`src/hw/rtl/assert_macros.svh`:
```
// Assertion macros shared by the UTF-8 decoder RTL.
// Expects aclk and aresetn to be visible in the module that uses them.
`ifndef ASSERT_MACROS_SVH
`define ASSERT_MACROS_SVH

// Property holds at every clock edge outside reset
`define UD_ASSERT(lbl, prop) \
    lbl: assert property (@(posedge aclk) disable iff (!aresetn) (prop)) \
        else $error("utf8 decoder assertion failed");

// When cond holds, cons holds in the next cycle
`define UD_ASSERT_NEXT(lbl, cond, cons) \
    lbl: assert property (@(posedge aclk) disable iff (!aresetn) (cond) |=> (cons)) \
        else $error("utf8 decoder assertion failed");

`endif

```
`src/hw/rtl/utf8d_pkg.sv`:
```
// Shared types and constants of the UTF-8 stream decoder.
// No dependencies; imported by the decode and expand stages.
package utf8d_pkg;

    localparam int CpW   = 21;
    localparam int UsedW = 3;
    localparam int CntW  = 3;

    localparam logic [CpW-1:0] REPL_CP   = 21'h00FFFD;
    localparam logic [CpW-1:0] MAX_CP    = 21'h10FFFF;
    localparam logic [CpW-1:0] SURR_LO   = 21'h00D800;
    localparam logic [CpW-1:0] SURR_HI   = 21'h00DFFF;
    localparam logic [CpW-1:0] MIN_CP_2  = 21'h000080;
    localparam logic [CpW-1:0] MIN_CP_3  = 21'h000800;
    localparam logic [CpW-1:0] MIN_CP_4  = 21'h010000;

    // Results caused by one byte: repl_cnt replacements, then an optional tail
    typedef struct packed {
        logic [CntW-1:0]  repl_cnt;
        logic             tail_valid;
        logic [CpW-1:0]   tail_cp;
        logic             tail_good;
        logic [UsedW-1:0] tail_used;
        logic             fin;
    } grp_t;

endpackage

```
`src/hw/rtl/utf8d_decode.sv`:
```
// Decode stage: sequence state and per-byte result group.
// Depends on utf8d_pkg and assert_macros.svh.
`include "assert_macros.svh"

module utf8d_decode (
    input  logic              aclk,
    input  logic              aresetn,
    input  logic              in_accept,
    input  logic [7:0]        byte_value,
    input  logic              final_byte,
    output utf8d_pkg::grp_t   grp
);
    import utf8d_pkg::*;

    logic [1:0]     exp_reg, exp_next;
    logic [1:0]     seen_reg, seen_next;
    logic [CpW-1:0] acc_reg, acc_next;

    // start-of-sequence decode of the incoming byte
    logic           st_ascii, st_lead;
    logic [1:0]     st_exp;
    logic [CpW-1:0] st_acc;
    logic           is_cont;
    logic [CpW-1:0] acc_cat;
    logic [1:0]     seen_inc;
    logic [CpW-1:0] min_cp;
    logic           cp_ok;

    always_comb begin
        st_ascii = !byte_value[7];
        st_lead  = 1'b1;
        st_exp   = 2'd0;
        st_acc   = '0;
        priority if (byte_value[7:5] == 3'b110) begin
            st_exp = 2'd1;
            st_acc = {16'd0, byte_value[4:0]};
        end else if (byte_value[7:4] == 4'b1110) begin
            st_exp = 2'd2;
            st_acc = {17'd0, byte_value[3:0]};
        end else if (byte_value[7:3] == 5'b11110) begin
            st_exp = 2'd3;
            st_acc = {18'd0, byte_value[2:0]};
        end else begin
            st_lead = 1'b0;
        end
    end

    // continuation accumulate and scalar range check
    always_comb begin
        is_cont  = (byte_value[7:6] == 2'b10);
        acc_cat  = {acc_reg[CpW-7:0], byte_value[5:0]};
        seen_inc = seen_reg + 2'd1;
        unique case (exp_reg)
            2'd1:    min_cp = MIN_CP_2;
            2'd2:    min_cp = MIN_CP_3;
            default: min_cp = MIN_CP_4;
        endcase
        cp_ok = (acc_cat >= min_cp) && (acc_cat <= MAX_CP)
                && !((acc_cat >= SURR_LO) && (acc_cat <= SURR_HI));
    end

    // next state and result group
    always_comb begin
        exp_next  = exp_reg;
        seen_next = seen_reg;
        acc_next  = acc_reg;
        grp       = '0;
        grp.fin   = final_byte;
        if ((exp_reg != 2'd0) && is_cont) begin
            if (seen_inc >= exp_reg) begin
                if (cp_ok) begin
                    grp.tail_valid = 1'b1;
                    grp.tail_cp    = acc_cat;
                    grp.tail_good  = 1'b1;
                    grp.tail_used  = {1'b0, exp_reg} + 3'd1;
                end else begin
                    grp.repl_cnt = {1'b0, exp_reg} + 3'd1;
                end
                exp_next  = 2'd0;
                seen_next = 2'd0;
                acc_next  = '0;
            end else if (final_byte) begin
                grp.repl_cnt = {1'b0, seen_inc} + 3'd1;
                exp_next  = 2'd0;
                seen_next = 2'd0;
                acc_next  = '0;
            end else begin
                seen_next = seen_inc;
                acc_next  = acc_cat;
            end
        end else begin
            // broken sequence first flushes lead and continuations seen
            if (exp_reg != 2'd0) begin
                grp.repl_cnt = {1'b0, seen_reg} + 3'd1;
            end
            exp_next  = 2'd0;
            seen_next = 2'd0;
            acc_next  = '0;
            priority if (st_ascii) begin
                grp.tail_valid = 1'b1;
                grp.tail_cp    = {13'd0, byte_value};
                grp.tail_good  = 1'b1;
                grp.tail_used  = 3'd1;
            end else if (st_lead && !final_byte) begin
                exp_next = st_exp;
                acc_next = st_acc;
            end else begin
                grp.tail_valid = 1'b1;
                grp.tail_cp    = REPL_CP;
                grp.tail_good  = 1'b0;
                grp.tail_used  = 3'd1;
            end
        end
    end

    always_ff @(posedge aclk) begin
        if (!aresetn) begin
            exp_reg  <= 2'd0;
            seen_reg <= 2'd0;
            acc_reg  <= '0;
        end else if (in_accept) begin
            exp_reg  <= exp_next;
            seen_reg <= seen_next;
            acc_reg  <= acc_next;
        end
    end

    `UD_ASSERT(a_idle_no_seen, (exp_reg == 2'd0) |-> (seen_reg == 2'd0))
    `UD_ASSERT(a_seen_below_exp, (exp_reg != 2'd0) |-> (seen_reg < exp_reg))
    `UD_ASSERT_NEXT(a_fin_goes_idle, in_accept && final_byte, exp_reg == 2'd0)

endmodule

```
`src/hw/rtl/utf8d_expand.sv`:
```
// Expand stage: holds one result group and delivers its words in order.
// Depends on utf8d_pkg and assert_macros.svh.
`include "assert_macros.svh"

module utf8d_expand (
    input  logic                        aclk,
    input  logic                        aresetn,
    input  logic                        grp_load,
    input  utf8d_pkg::grp_t             grp_in,
    output logic                        space,
    output logic                        out_valid,
    input  logic                        out_ready,
    output logic [utf8d_pkg::CpW-1:0]   code_point,
    output logic                        is_good,
    output logic [utf8d_pkg::UsedW-1:0] bytes_used,
    output logic                        run_last,
    output logic                        text_end
);
    import utf8d_pkg::*;

    logic            grp_valid_reg;
    grp_t            grp_reg;
    logic            cur_last;
    logic            out_take;
    logic            in_nonempty;

    // current word from the held group
    always_comb begin
        cur_last = grp_reg.tail_valid ? (grp_reg.repl_cnt == 3'd0)
                                      : (grp_reg.repl_cnt == 3'd1);
        if (grp_reg.repl_cnt != 3'd0) begin
            code_point = REPL_CP;
            is_good    = 1'b0;
            bytes_used = 3'd1;
        end else begin
            code_point = grp_reg.tail_cp;
            is_good    = grp_reg.tail_good;
            bytes_used = grp_reg.tail_used;
        end
        out_valid   = grp_valid_reg;
        run_last    = cur_last;
        text_end    = cur_last && grp_reg.fin;
        out_take    = grp_valid_reg && out_ready;
        space       = !grp_valid_reg || (out_take && cur_last);
        in_nonempty = (grp_in.repl_cnt != 3'd0) || grp_in.tail_valid;
    end

    always_ff @(posedge aclk) begin
        if (!aresetn) begin
            grp_valid_reg <= 1'b0;
        end else if (space) begin
            grp_valid_reg <= grp_load && in_nonempty;
        end
    end

    always_ff @(posedge aclk) begin
        if (space) begin
            if (grp_load) begin
                grp_reg <= grp_in;
            end
        end else if (out_take && (grp_reg.repl_cnt != 3'd0)) begin
            grp_reg.repl_cnt <= grp_reg.repl_cnt - 3'd1;
        end
    end

    `UD_ASSERT(a_held_nonempty,
        grp_valid_reg |-> ((grp_reg.repl_cnt != 3'd0) || grp_reg.tail_valid))
    `UD_ASSERT(a_repl_max, grp_valid_reg |-> (grp_reg.repl_cnt <= 3'd4))
    `UD_ASSERT_NEXT(a_more_pending, out_take && !cur_last, grp_valid_reg)

endmodule

```
`src/hw/rtl/utf8_stream_decoder.sv`:
```
// UTF-8 stream decoder. Takes one byte per input word and returns decoded
// scalar values, one per output word. A valid sequence gives one word with
// its length in bytes_used; a malformed sequence (bad lead, missing
// continuation, overlong form, surrogate, value above 0x10FFFF, or a cut-off
// sequence at the end of text) gives one U+FFFD word per byte involved, and
// a byte that broke a sequence is decoded afresh. One byte causes zero to
// four words; tlast marks the last word caused by a byte and tuser marks the
// last word of the text. A byte is accepted when no group is held or in the
// cycle the previous byte's last word is taken, so single-result bytes run
// at one byte per clock while m_tready is high; a byte giving more words holds
// the input until its last word is taken (a single group register). Bytes that
// only extend an open sequence give no word, but like any other byte they
// wait while an earlier byte's words are still held in the group register.
// Depends on utf8d_pkg, utf8d_decode and utf8d_expand.
module utf8_stream_decoder (
    input  logic        aclk,
    input  logic        aresetn,
    input  logic        s_tvalid,
    output logic        s_tready,
    input  logic [7:0]  s_tdata,   // [7:0] byte_value
    input  logic        s_tlast,   // final_byte
    output logic        m_tvalid,
    input  logic        m_tready,
    output logic [31:0] m_tdata,   // [20:0] code_point, [21] is_good, [24:22] bytes_used
    output logic        m_tlast,   // run_last
    output logic        m_tuser    // text_end
);
    import utf8d_pkg::*;

    grp_t             grp;
    logic             in_accept;
    logic             space;
    logic [CpW-1:0]   code_point;
    logic             is_good;
    logic [UsedW-1:0] bytes_used;

    assign s_tready  = space;
    assign in_accept = s_tvalid && s_tready;
    assign m_tdata   = {7'd0, bytes_used, is_good, code_point};

    utf8d_decode u_decode (
        .aclk       (aclk),
        .aresetn    (aresetn),
        .in_accept  (in_accept),
        .byte_value (s_tdata),
        .final_byte (s_tlast),
        .grp        (grp)
    );

    utf8d_expand u_expand (
        .aclk       (aclk),
        .aresetn    (aresetn),
        .grp_load   (in_accept),
        .grp_in     (grp),
        .space      (space),
        .out_valid  (m_tvalid),
        .out_ready  (m_tready),
        .code_point (code_point),
        .is_good    (is_good),
        .bytes_used (bytes_used),
        .run_last   (m_tlast),
        .text_end   (m_tuser)
    );

endmodule
```
`config.mk`:
```
export PLATFORM = sky130hd
export DESIGN_NAME = utf8_stream_decoder
export DESIGN_NICKNAME = d
export VERILOG_FILES = /design/src/hw/rtl/utf8d_pkg.sv /design/src/hw/rtl/utf8d_decode.sv /design/src/hw/rtl/utf8d_expand.sv /design/src/hw/rtl/utf8_stream_decoder.sv
export VERILOG_INCLUDE_DIRS = /design/src /design/src/hw/rtl
export SDC_FILE = /design/constraint.sdc
export NUM_CORES = 1
export LEC_CHECK = 0
export CAP_MARGIN = 30
export CORE_ASPECT_RATIO = 1.4
export CORE_UTILIZATION = 45
export CTS_CLUSTER_DIAMETER = 120
export DETAILED_ROUTE_END_ITERATION = 6
export DONT_BUFFER_PORTS = 1
export PLACE_DENSITY = 0.64
export SLEW_MARGIN = 5
export SYNTH_ARGS = -nofsm -noshare
export SYNTH_HDL_FRONTEND = slang
export SYNTH_HIERARCHICAL = 1
export SYNTH_SLANG_ARGS = --single-unit
export TNS_END_PERCENT = 5
```
`constraint.sdc`:
```
create_clock -name aclk -period 2.95 [get_ports aclk]
set_clock_uncertainty 0.2 [all_clocks]
set_input_delay 0.295 -clock aclk [delete_from_list [all_inputs] [get_ports aclk]]
set_output_delay 0.295 -clock aclk [all_outputs]
set_load 0.02 [all_outputs]
```
; Yosys cells after proc, flatten, opt, wreduce, memory -nomap -nowiden
; Index checks and enable logic that the tools add are counted.
[totals]
elab_cells = 92
reg_bits = 50
input_bits = 13
[classes]
n_lt_le_gt_ge = 5
eq_ne = 9
muxes = 39
n_addsub = 5
reduce_logical = 24
[op_table]
columns = operator, count
row1 = $mux 26, 4
row2 = $mux 15, 6
row3 = $pmux 17 s2, 1
row4 = $mux 30, 1
row5 = $mux 29, 1
row6 = $mux 3, 8
row7 = $mux 2, 11
row8 = $ge 21x16->1 const B, 1
row9 = $ge 21x17->1, 1
row10 = $le 21x16->1 const B, 1
row11 = $le 21x21->1 const B, 1
row12 = $mux 21, 1
row13 = $logic_and 1x1->1, 11
row14 = $add 2x1->3 const B, 3
row15 = $reduce_and 2->1, 3
row16 = $reduce_bool 3->1, 2
row17 = $eq 5x5->1 const B, 1
row18 = $mux 1, 5
row19 = $eq 2x2->1 const B, 2
row20 = $eq 4x4->1 const B, 1
row21 = $mux 4, 1
row22 = $reduce_bool 2->1, 2
row23 = $eq 3x1->1 const B, 1
row24 = $eq 3x3->1 const B, 1
row25 = other kinds (9), 12

; Longest topological paths before layout
; Gate-level depths: netlist of the first run.
[depth]
depth_word = 11
mapped_depth = 11

; By module
; The synthesis of the first run kept the hierarchy.
[modules_own_cells]
columns = module, instances, area_each_um2, seq_area_each_um2, cells_each
row1 = utf8d_decode, 1, 1440.1, 380.4, 176
row2 = utf8d_expand, 1, 1293.7, 920.9, 84
row3 = utf8_stream_decoder, 1, 70.1, 0.0, 10

; Worst setup path after synthesis of the first run
; Ideal clock, no wire load.
[synth_path]
kind = register to register
from = reg u_expand/grp_reg[27] in the netlist's numbering
to = reg u_decode.acc_reg[10]
setup_slack_ns = 0.178
arrival_ns = 2.455
period_less_slack_ns = 2.772
stages_incl_launch_ff = 10
setup_time_ns = 0.117
path_buffers = 2
cell_sequence = edfxtp_1 inv_1 ha_1 mux2i_2 o21ai_2 and2_1 clkbuf_1 clkbuf_1 mux2i_1 nor2_1
[synth_via]
elab_chain_len = 5
elab_cells_between_ends = 6
[synth_rtl]
columns = item, line_no
row1 = start: declaration, utf8d_expand.sv:22  ; grp_t grp_reg;
row2 = start signal: assignment, utf8d_expand.sv:59  ; grp_reg <= grp_in;
row3 = $eq 3x1->1 or $logic_not 3->1 (tied branches), "utf8d_expand.sv:30, utf8d_expand.sv:29"
row4 = $mux 1 *, utf8d_expand.sv:29  ; cur_last = grp_reg.tail_valid ? (grp_reg.repl_cnt == 3'd0)
row5 = $logic_and 1x1->1 *, utf8d_expand.sv:44  ; space = !grp_valid_reg || (out_take && cur_last);
row6 = $logic_or 1x1->1 *, utf8d_expand.sv:44
row7 = net s_tready, utf8_stream_decoder.sv:19  ; output logic s_tready,
row8 = $logic_and 1x1->1 *, utf8_stream_decoder.sv:38  ; assign in_accept = s_tvalid && s_tready;
row9 = net in_accept, utf8_stream_decoder.sv:31  ; logic in_accept;
row10 = end signal: assignment, utf8d_decode.sv:124  ; acc_reg <= acc_next;
row11 = end: declaration, utf8d_decode.sv:17  ; logic [CpW-1:0] acc_reg, acc_next;
; Mark *: on every way through the listed nets, which the timed path passes. The rest lies on a longest branch.
; A chain may end at the register's enable or synchronous reset.

; Worst setup path after layout of the first run
[layout_path]
from = reg u_decode.exp_reg[0]
to = reg u_decode.acc_reg[4]
[layout_via]
elab_chain_len = 3
elab_cells_between_ends = 5
[layout_rtl]
columns = item, line_no
row1 = start: declaration, utf8d_decode.sv:15  ; logic [1:0] exp_reg, exp_next;
row2 = start signal: assignment, utf8d_decode.sv:122  ; exp_reg <= exp_next;
row3 = $ge 2x2->1 or $reduce_bool 2->1 (tied branches), "utf8d_decode.sv:70, utf8d_decode.sv:69"
row4 = $mux 15 or $logic_and 1x1->1 (tied branches), "utf8d_decode.sv:70, utf8d_decode.sv:69"
row5 = $mux 15 *, utf8d_decode.sv:69  ; if ((exp_reg != 2'd0) && is_cont) begin
; Every way passes the cells marked *; elsewhere a longest branch is shown, timed or not.

==> impl_metrics.env, run 1 <==
export IMPL_wirelength_mm=5.66
export IMPL_crit_fanout=6
export IMPL_clock_sinks=50
export IMPL_gp_congestion=0.875
export IMPL_cts_root_buf="clkbuf_8"
export IMPL_critical_path_class="flip-flop to flip-flop"
export IMPL_cts_made_buffers=5
export IMPL_clock_latency_ns=0.30
export IMPL_ant_nets=0
export IMPL_synth_distinct_cells=54
export IMPL_grt_pass1_wl_mm=9.10
export IMPL_leakage_uw=0.00121
export IMPL_cts_tree="built"
export IMPL_detail_route_wl_per_cell_um=15.9
export IMPL_dp_hpwl_mm=4.12
export IMPL_clk_pin_slew_worst_paths_ns=0.09
export IMPL_vias=1959
export IMPL_die_area_um2=6560
export IMPL_fillCellCount=575
export IMPL_yosys_most_used_dff="edfxtp_1"
export IMPL_viasPerCell=5.52
export IMPL_rsz0062_at_grt="false"
export IMPL_postSynth_asyncResetShare_pct=0
export IMPL_netlist_instances=270
export IMPL_largest_reg_flops=30
export IMPL_setup_viol=0
export IMPL_antenna_found_initial=0
export IMPL_worst_endpoint_required_ns=3.00
export IMPL_max_slew_margin_rel_pct=62.9
export IMPL_port_buffers=0
export IMPL_cp_end_kind="flip-flop"
export IMPL_floorplan_initialDensity_pct=47.2
export IMPL_core_area_um2=5950
export IMPL_seq_area_um2=1300
export IMPL_firstDrtPassIters=4
export IMPL_hold_path_class="primary input to flip-flop"
export IMPL_setup_tns_ns=0
export IMPL_tightestPinTransition_ns=0.553
export IMPL_arrival_ns=2.81
export IMPL_hold_ws_ns=0.0291
export IMPL_multiInputGateArea_um2=1360
export IMPL_final_common_cell="edfxtp_1"
export IMPL_syn_to_final_growth_pct=11.1
export IMPL_grt_max_degree=24
export IMPL_synth_edf_count=30
export IMPL_cap_violations=0
export IMPL_finalHoldViolCount=0
export IMPL_irDropWorstVdd_uv=251
export IMPL_drcViolationCount=0
export IMPL_htree_num_levels=2
export IMPL_ios=49
export IMPL_grt_usage_pct=19.1
export IMPL_drt_iter0_drc=131
export IMPL_mostFrequentLayoutCells="30 x edfxtp_1, 26 x nor2_1, 19 x nand2b_1, 19 x dfxtp_1, 17 x and2_1"
export IMPL_ys_warn_count=6
export IMPL_ys_seq_elements=50
export IMPL_syn_cell_area_um2=2800
export IMPL_die_w_um=68.7
export IMPL_diodes=0
export IMPL_clockBufferDepth=2
export IMPL_status="complete, no violations"
export IMPL_fmax_mhz=363
export IMPL_yosysSeqAreaShare_pct=46.4
export IMPL_cts_setup_buffers=0
export IMPL_fp_dieH_um=95.4
export IMPL_finalNetCount=311
export IMPL_drive_above_1_share_pct=11.2
export IMPL_period_share_pct=93.5
export IMPL_period_minus_slack_ns=2.76
export IMPL_slew_viol_final=0
export IMPL_row_count=33
export IMPL_grt_pass1_vias=1893
export IMPL_powerDensity_nw_per_um2=515
export IMPL_critPathLaunchType="flip-flop"
export IMPL_overflow=0
export IMPL_avgSynthCellArea_um2=10.4
cell families after synthesis:
kind of cell | after synthesis | share of synthesized area, %
AO/OA/AOI/OAI | 51 | 14.9
XOR/XNOR | 3 | 0.937
adder cells (fa/ha/maj) | 14 | 6.25
buffers and inverters | 32 | 6.29
flip-flops | 50 | 46.4
multiplexers | 14 | 5.13
other | 1 | 0.134
AND/OR/NAND/NOR | 105 | 20.0
worst max-delay path: stages (launching register included):
cell and delay [ns]:
dfxtp_1 0.40, inv_1 0.13, ha_2 0.25, or3b_4 0.45, a2111oi_4 0.40, o211ai_1 0.15, a21boi_0 0.17, dlygate4sd3_1 0.56
final timing paths:
check / startpoint / end / slack, ns / cells after the start
worst max-delay path: u_decode/exp_reg[0]$_SDFFE_PN0P_ / u_decode/acc_reg[4]$_SDFFE_PN0P_ / 0.19 / 7
worst min-delay path: s_tdata[3] / u_expand/grp_reg[8]$_DFFE_PP_ / 0.03 / 1
worst max register to register: u_decode/exp_reg[0]$_SDFFE_PN0P_ / u_decode/acc_reg[4]$_SDFFE_PN0P_ / 0.19 / 7
worst min register to register: u_decode/seen_reg[1]$_SDFFE_PN0P_ / u_decode/seen_reg[1]$_SDFFE_PN0P_ / 0.31 / 2
final cells by class:
class,count,share of cell area [%]
well taps,70,2.81
multi-input cells,194,43.6
clock buffers,5,2.21
repair buffers,22,6.75
clock inverters,3,1.53
flip-flops and latches,50,41.8
inverters,11,1.33
through the flow:
step           util [%]  area (µm²)  cells  setup slack [ns]  total power [µW]
6_report           52.4        3120    355             0.193              1600
5_1_grt            52.4        3120    355            0.0434              1670
4_1_cts            52.2        3110    355            0.0671              1620
3_5_place_dp       48.1        2860    334             0.123              1110
3_3_place_gp       48.1        2860    334             0.249              1110
2_1_floorplan         -        2830    276             0.178              1070
Yosys cell counts (3+ instances only):
| master | number | area, µm² |
|---|---|---|
| dfxtp_1 | 20 | 400 |
| buf_4 | 9 | 67.6 |
| ha_1 | 14 | 175 |
| and3_1 | 3 | 18.8 |
| nor2_1 | 26 | 97.6 |
| mux2i_1 | 13 | 130 |
| nor3_1 | 6 | 30.0 |
| nand2_1 | 14 | 52.6 |
| a21boi_0 | 3 | 22.5 |
| o2bb2ai_1 | 5 | 43.8 |
| and2_1 | 17 | 106 |
| a21o_1 | 10 | 75.1 |
| a21oi_1 | 5 | 25.0 |
| buf_2 | 5 | 25.0 |
| nor2b_1 | 3 | 18.8 |
| nand2b_1 | 19 | 119 |
| a22o_1 | 3 | 26.3 |
| clkbuf_1 | 4 | 15.0 |
| edfxtp_1 | 30 | 901 |
| o21ai_0 | 6 | 30.0 |
| inv_1 | 11 | 41.3 |
| a32oi_1 | 3 | 26.3 |
per-layer routing:
metal | part of all wire (%) | up-vias | global-route usage, % | wire length, µm
met5 | 0 | - | 0 | 0
met4 | 1.8 | 0 | 7.31 | 102
met3 | 4.6 | 10 | 3.23 | 262
met2 | 49 | 56 | 30.1 | 2760
met1 | 45 | 924 | 25.8 | 2530
li1 | - | 969 | - | -
where the power goes:
part           internal, µW  leakage (µW)  switching [µW]
clock                   257     0.0000587             236
combinational           106      0.000703             188
sequential              793      0.000446            22.4
timing repair:
| action | 4_1_cts | 5_1_grt |
|---|---|---|
| setup endpoints to repair | 0 | 5 |
| endpoints found under the hold margin | 16 | 0 |
| gates resized for setup | 0 | 4 |
| hold buffers | 13 | 0 |
Note: power is estimated with default switching activity, not from simulation.
==> run 2: changes to the inputs <==
Settings changed: CORE_ASPECT_RATIO 1.4 to 0.8.
==> run 2 against run 1 <==
Total power rose by 0.55%. Critical path depth rose by 3. Register-to-register slack improved by 0.04 ns. Final cell count rose by 2.0%. Sequential cell count did not move. Routed wire length rose by 2.5%. Largest power group unchanged.
==> impl_metrics.env, run 2 (synthesized netlist as in run 1, its figures left out) <==
export IMPL_wirelength_mm=5.80
export IMPL_cts_made_buffers=5
export IMPL_dp_cells=343
export IMPL_tightestPinTransition_ns=0.517
export IMPL_firstDrtPassIters=5
export IMPL_cts_tree="built"
export IMPL_syn_to_final_growth_pct=9.91
export IMPL_crit_fanout=6
export IMPL_fp_dieH_um=72.6
export IMPL_irDropWorstVdd_uv=194
export IMPL_slew_viol_final=0
export IMPL_period_minus_slack_ns=2.71
export IMPL_worst_endpoint_required_ns=2.94
export IMPL_diodes=0
export IMPL_rsz0062_at_grt="false"
export IMPL_cts_root_buf="clkbuf_8"
export IMPL_final_common_cell="edfxtp_1"
export IMPL_die_area_um2=6550
export IMPL_grt_usage_pct=18.5
export IMPL_design_area_um2=3080
export IMPL_vias=1965
export IMPL_antenna_found_initial=0
export IMPL_cap_violations=0
export IMPL_drive_above_1_share_pct=10.3
export IMPL_viasPerCell=5.43
export IMPL_seq_area_um2=1300
export IMPL_clk_pin_slew_worst_paths_ns=0.09
export IMPL_ant_nets=0
export IMPL_period_share_pct=91.9
export IMPL_clock_latency_ns=0.30
export IMPL_finalHoldViolCount=0
export IMPL_grt_pass1_wl_mm=9.36
export IMPL_clockBufferDepth=2
export IMPL_largest_reg_flops=30
export IMPL_gp_congestion=0.878
export IMPL_dpl_instance_area_um2=2850
export IMPL_critPathLaunchType="flip-flop"
export IMPL_htree_num_levels=2
export IMPL_multiInputGateArea_um2=1360
export IMPL_row_count=25
export IMPL_grt_max_degree=28
export IMPL_setup_tns_ns=0
export IMPL_detail_route_wl_per_cell_um=16.0
export IMPL_powerDensity_nw_per_um2=523
export IMPL_ios=49
export IMPL_die_w_um=90.3
export IMPL_floorplan_initialDensity_pct=46.9
export IMPL_cp_end_kind="flip-flop"
export IMPL_grt_pass1_vias=1767
export IMPL_critical_path_class="flip-flop to flip-flop"
export IMPL_fillCellCount=556
export IMPL_hold_path_class="primary input to flip-flop"
export IMPL_status="complete, no violations"
export IMPL_port_buffers=0
export IMPL_post_route_util_pct=51.6
export IMPL_finalNetCount=307
export IMPL_arrival_ns=2.70
export IMPL_crit_slowest_cell="dfxtp_1"
export IMPL_max_stage_delay_ns=0.45
export IMPL_setup_viol=0
export IMPL_hold_ws_ns=0.0319
export IMPL_overflow=0
export IMPL_max_slew_margin_rel_pct=65.4
export IMPL_core_area_um2=5970
export IMPL_clock_sinks=50
export IMPL_drcViolationCount=0
export IMPL_mostFrequentLayoutCells="30 x edfxtp_1, 26 x nor2_1, 20 x dfxtp_1, 19 x nand2b_1, 17 x and2_1"
export IMPL_dp_hpwl_mm=4.04
export IMPL_fmax_mhz=369
export IMPL_drt_iter0_drc=147
export IMPL_leakage_uw=0.00119
export IMPL_crit_chain="inv_1, ha_1, inv_1, ha_1, a21oi_2, and2_1, a32oi_1, o21ai_0, o41ai_1, a21boi_0"
export IMPL_fin_cells=362
## run 2: cell count changes in the layout (fill, tap and decap cells not counted), sizes merged
cell / delta
dlygate4sd3: -3
buf: -1
clkbuf: +1
clkinv: -1
## run 2: where the power goes
part           switching [µW]  internal (µW)  total (µW)
clock network             228            279         507
registers                22.5            793         815
logic                     191           99.4         291
total                     441           1170        1610
## run 2: cell type report
class,instances,area share [%]
Sequential cell,50,42.2
Tap cell,81,3.29
Clock inverter,2,1.26
Multi-Input combinational cell,194,44.0
Inverter,11,1.34
Timing Repair Buffer,18,5.20
Clock buffer,6,2.68
## run 2: worst paths after layout
| check | cells after the start | startpoint | endpoint | slack (ns) |
|---|---|---|---|---|
| min | 2 | s_tdata[6] | u_decode/acc_reg[3]$_SDFFE_PN0P_ | 0.03 |
| min reg2reg | 2 | u_decode/seen_reg[1]$_SDFFE_PN0P_ | u_decode/seen_reg[1]$_SDFFE_PN0P_ | 0.31 |
| max | 10 | u_decode/seen_reg[0]$_SDFFE_PN0P_ | u_expand/out_valid$_SDFFE_PN0P_ | 0.24 |
| max reg2reg | 10 | u_decode/seen_reg[0]$_SDFFE_PN0P_ | u_expand/out_valid$_SDFFE_PN0P_ | 0.24 |
## run 2: per-stage QoR
stage	total power (µW)	worst slack [ns]
finish	1610	0.238
global route	1690	0.0171
CTS	1630	0.183
detailed placement	1100	0.190
global placement	1100	0.248
floorplan	1070	0.178
## run 2: critical path: cells and delay by family (launching register included)
family,cells,cell delay [ns]
AND/OR/NAND/NOR,1,0.20
adder cells (fa/ha/maj),2,0.68
AO/OA/AOI/OAI,5,0.90
buffers and inverters,2,0.17
flip-flops,1,0.45
## run 2: routing by layer
| metal | GRT usage, % | share of wire [%] |
|---|---|---|
| met2 | 24.6 | 40 |
| met5 | 0 | 0 |
| met3 | 5.31 | 6.7 |
| met4 | 4.84 | 0.79 |
| met1 | 28.9 | 52 |
## run 2: timing repair
action	CTS	global route
endpoints found under the hold margin	17	0
endpoints found under the setup margin	0	2
buffers inserted	0	0
hold buffers	10	0
gates resized for setup	0	3
==> run 3: changes to the inputs <==
Settings changed: ABC_AREA set to 1.
==> run 3 against run 2 <==
Non-clock buffer count is 8 lower. Combinational power rose by 4%. Synthesized cell count rose by 33%. Routed wire length rose by 2.5%. Sequential share of layout area is 1.3 points lower. Largest cell class unchanged.
==> impl_metrics.env, run 3 <==
export IMPL_p_clk_share_pct=30.3
export IMPL_firstDrtPassIters=4
export IMPL_slew_viol_final=0
export IMPL_finalNetCount=392
export IMPL_clock_latency_ns=0.31
export IMPL_grt_pass1_vias=1772
export IMPL_syn_to_final_growth_pct=6.91
export IMPL_cts_tree="built"
export IMPL_ys_seq_elements=50
export IMPL_rsz0062_at_grt="false"
export IMPL_seq_area_um2=1300
export IMPL_crit_chain="inv_1, ha_1, ha_1, nand3_1, nor2_1, nand3_1, nand3_1, nand2_1, nand2_1, nand2_1, nand2_1, nand2_1, nand2_1, inv_1, nand2_1, nand2_1"
export IMPL_core_area_um2=6380
export IMPL_port_buffers=0
export IMPL_p_switching_uw=477
export IMPL_grt_util_met1_pct=28.0
export IMPL_hold_path_class="primary input to flip-flop"
export IMPL_setup_tns_ns=0
export IMPL_crit_fanout=5
export IMPL_ys_warn_count=6
export IMPL_place_ws_ns=0.280
export IMPL_p_int_uw=1130
export IMPL_synth_distinct_cells=38
export IMPL_cp_end_kind="flip-flop"
export IMPL_diodes=0
export IMPL_final_common_cell="nand2_1"
export IMPL_syn_cell_area_um2=2970
export IMPL_mostFrequentLayoutCells="62 x nand2_1, 58 x inv_1, 50 x nor2_1, 30 x edfxtp_1, 21 x nand3_1"
export IMPL_drt_iter0_drc=185
export IMPL_multiInputGateArea_um2=1320
export IMPL_top_usage_layer="met1"
export IMPL_crit_slowest_cell="dfxtp_1"
export IMPL_use_met3_pct=3.94
export IMPL_vias=2206
export IMPL_finalHoldViolCount=0
export IMPL_synth_most_common_cell="nand2_1"
export IMPL_powerDensity_nw_per_um2=507
export IMPL_switching_share_pct=29.6
export IMPL_cts_resized=0
export IMPL_setup_ws_ns=0.224
export IMPL_cts_hold_buf=7
export IMPL_clock_sinks=50
export IMPL_setup_viol=0
export IMPL_avgSynthCellArea_um2=8.30
export IMPL_yosys_most_used_dff="edfxtp_1"
export IMPL_overflow=0
export IMPL_worst_endpoint_required_ns=2.83
export IMPL_met2_usage_pct=23.4
export IMPL_clk_pin_slew_worst_paths_ns=0.10
export IMPL_netlist_instances=358
export IMPL_yosysTopAreaCellShare_pct=30.3
export IMPL_yosys_area_top_type="edfxtp_1"
export IMPL_ys_top_cells_by_count="62 x nand2_1, 58 x inv_1, 50 x nor2_1"
export IMPL_postSynth_asyncResetShare_pct=0
export IMPL_period_share_pct=92.4
export IMPL_grt_pass1_wl_mm=8.99
export IMPL_htree_num_levels=2
export IMPL_cts_made_buffers=5
export IMPL_fillCellCount=632
export IMPL_die_area_um2=6930
export IMPL_max_stage_delay_ns=0.44
export IMPL_viasPerCell=4.90
export IMPL_grt_max_degree=28
export IMPL_cts_setup_buffers=0
export IMPL_sequentialPowerShare_pct=51.0
export IMPL_pwr_share_comb_pct=18.7
export IMPL_critPathLaunchType="flip-flop"
export IMPL_irDropWorstVdd_uv=190
export IMPL_die_w_um=92.9
export IMPL_dp_hpwl_mm=4.49
export IMPL_fmax_mhz=367
export IMPL_ant_nets=0
export IMPL_p_total_uw=1610
export IMPL_wirelength_mm=5.95
export IMPL_antenna_found_initial=0
export IMPL_synth_edf_count=30
export IMPL_yosysSeqAreaShare_pct=43.8
export IMPL_fp_dieH_um=74.7
export IMPL_status="complete, no violations"
export IMPL_arrival_ns=2.60
export IMPL_cts_root_buf="clkbuf_8"
export IMPL_floorplan_initialDensity_pct=46.6
export IMPL_clockBufferDepth=2
export IMPL_cap_violations=0
export IMPL_row_count=26
export IMPL_detail_route_wl_per_cell_um=13.2
export IMPL_drive_above_1_share_pct=12.8
export IMPL_drcViolationCount=0
export IMPL_ios=49
export IMPL_largest_reg_flops=30
export IMPL_cp_common_cell="nand2_1"
export IMPL_critical_path_class="flip-flop to flip-flop"
export IMPL_synth_area_leaders="edfxtp_1 30%, dfxtp_1 13%, nand2_1 7.8%"
export IMPL_leakage_uw=0.00141
export IMPL_gp_congestion=0.864
export IMPL_period_minus_slack_ns=2.73
export IMPL_grt_usage_pct=17.5
run 3: changes by cell type after synthesis, moves of 13 or more:
cell	before	now
nand2_1	14	62
mux2i_1	13	0
inv_1	11	58
or2_1	0	13
and2_1	17	0
nand3_1	2	21
nor2_1	26	50
nand2b_1	19	0
run 3: logic make-up (layout without fill, tap and decap cells):
| logic type | Yosys count | after routing | share of synthesized area, % |
|---|---|---|---|
| simple gates | 172 | 172 | 27.5 |
| xor+xnor | 2 | 2 | 0.590 |
| fa+ha+maj | 14 | 14 | 5.89 |
| compound gates | 39 | 39 | 9.73 |
| buf+inv | 80 | 82 | 12.4 |
| other cells | 1 | 7 | 0.126 |
| flops | 50 | 50 | 43.8 |
run 3: final timing paths:
path / start / end / slack (ns) / depth (start not counted)
min reg2reg: u_decode/acc_reg[1]$_SDFFE_PN0P_ / u_decode/acc_reg[1]$_SDFFE_PN0P_ / 0.29 / 2
max: u_decode/exp_reg[0]$_SDFFE_PN0P_ / u_expand/grp_reg[29]$_DFFE_PP_ / 0.22 / 16
min: s_tdata[0] / u_expand/grp_reg[5]$_DFFE_PP_ / 0.003 / 2
max reg2reg: u_decode/exp_reg[0]$_SDFFE_PN0P_ / u_expand/grp_reg[29]$_DFFE_PP_ / 0.22 / 16
run 3: area by class of cell:
class                      instances  area share, %
multi-input combinational        234           41.7
sequential                        50           41.0
inverter                          64           7.64
tap                               84           3.31
timing repair buffer              10           2.91
clock buffer                       5           2.17
clock inverter                     3           1.34
run 3: stage by stage:
step	util (%)	cells	area [µm²]	hold slack (ns)
6_report	49.8	450	3180	0.00337
5_1_grt	49.8	450	3180	0.00637
4_1_cts	49.8	450	3180	0.00441
3_5_place_dp	47.0	435	3000	0.194
3_3_place_gp	47.0	435	3000	0.194
2_1_floorplan	-	364	2990	0.204
run 3: worst max-delay path: cells and delay by family, from the launching register on:
kind | cells | cell delay [ns]
fa+ha+maj | 2 | 0.68
buf+inv | 2 | 0.17
flops | 1 | 0.44
simple gates | 12 | 1.02
run 3: power groups by stage:
stage	registers, µW	clock network [µW]	logic [µW]
finish	822	488	302
global route	827	522	339
CTS	822	496	302
detailed placement	838	0	293
global placement	837	0	290
floorplan	831	0	265
run 3: per-layer routing:
metal	wire, µm	up-vias
li1	-	1131
met1	3160	997
met2	2270	76
met3	490	2
met4	25	0
met5	0	-
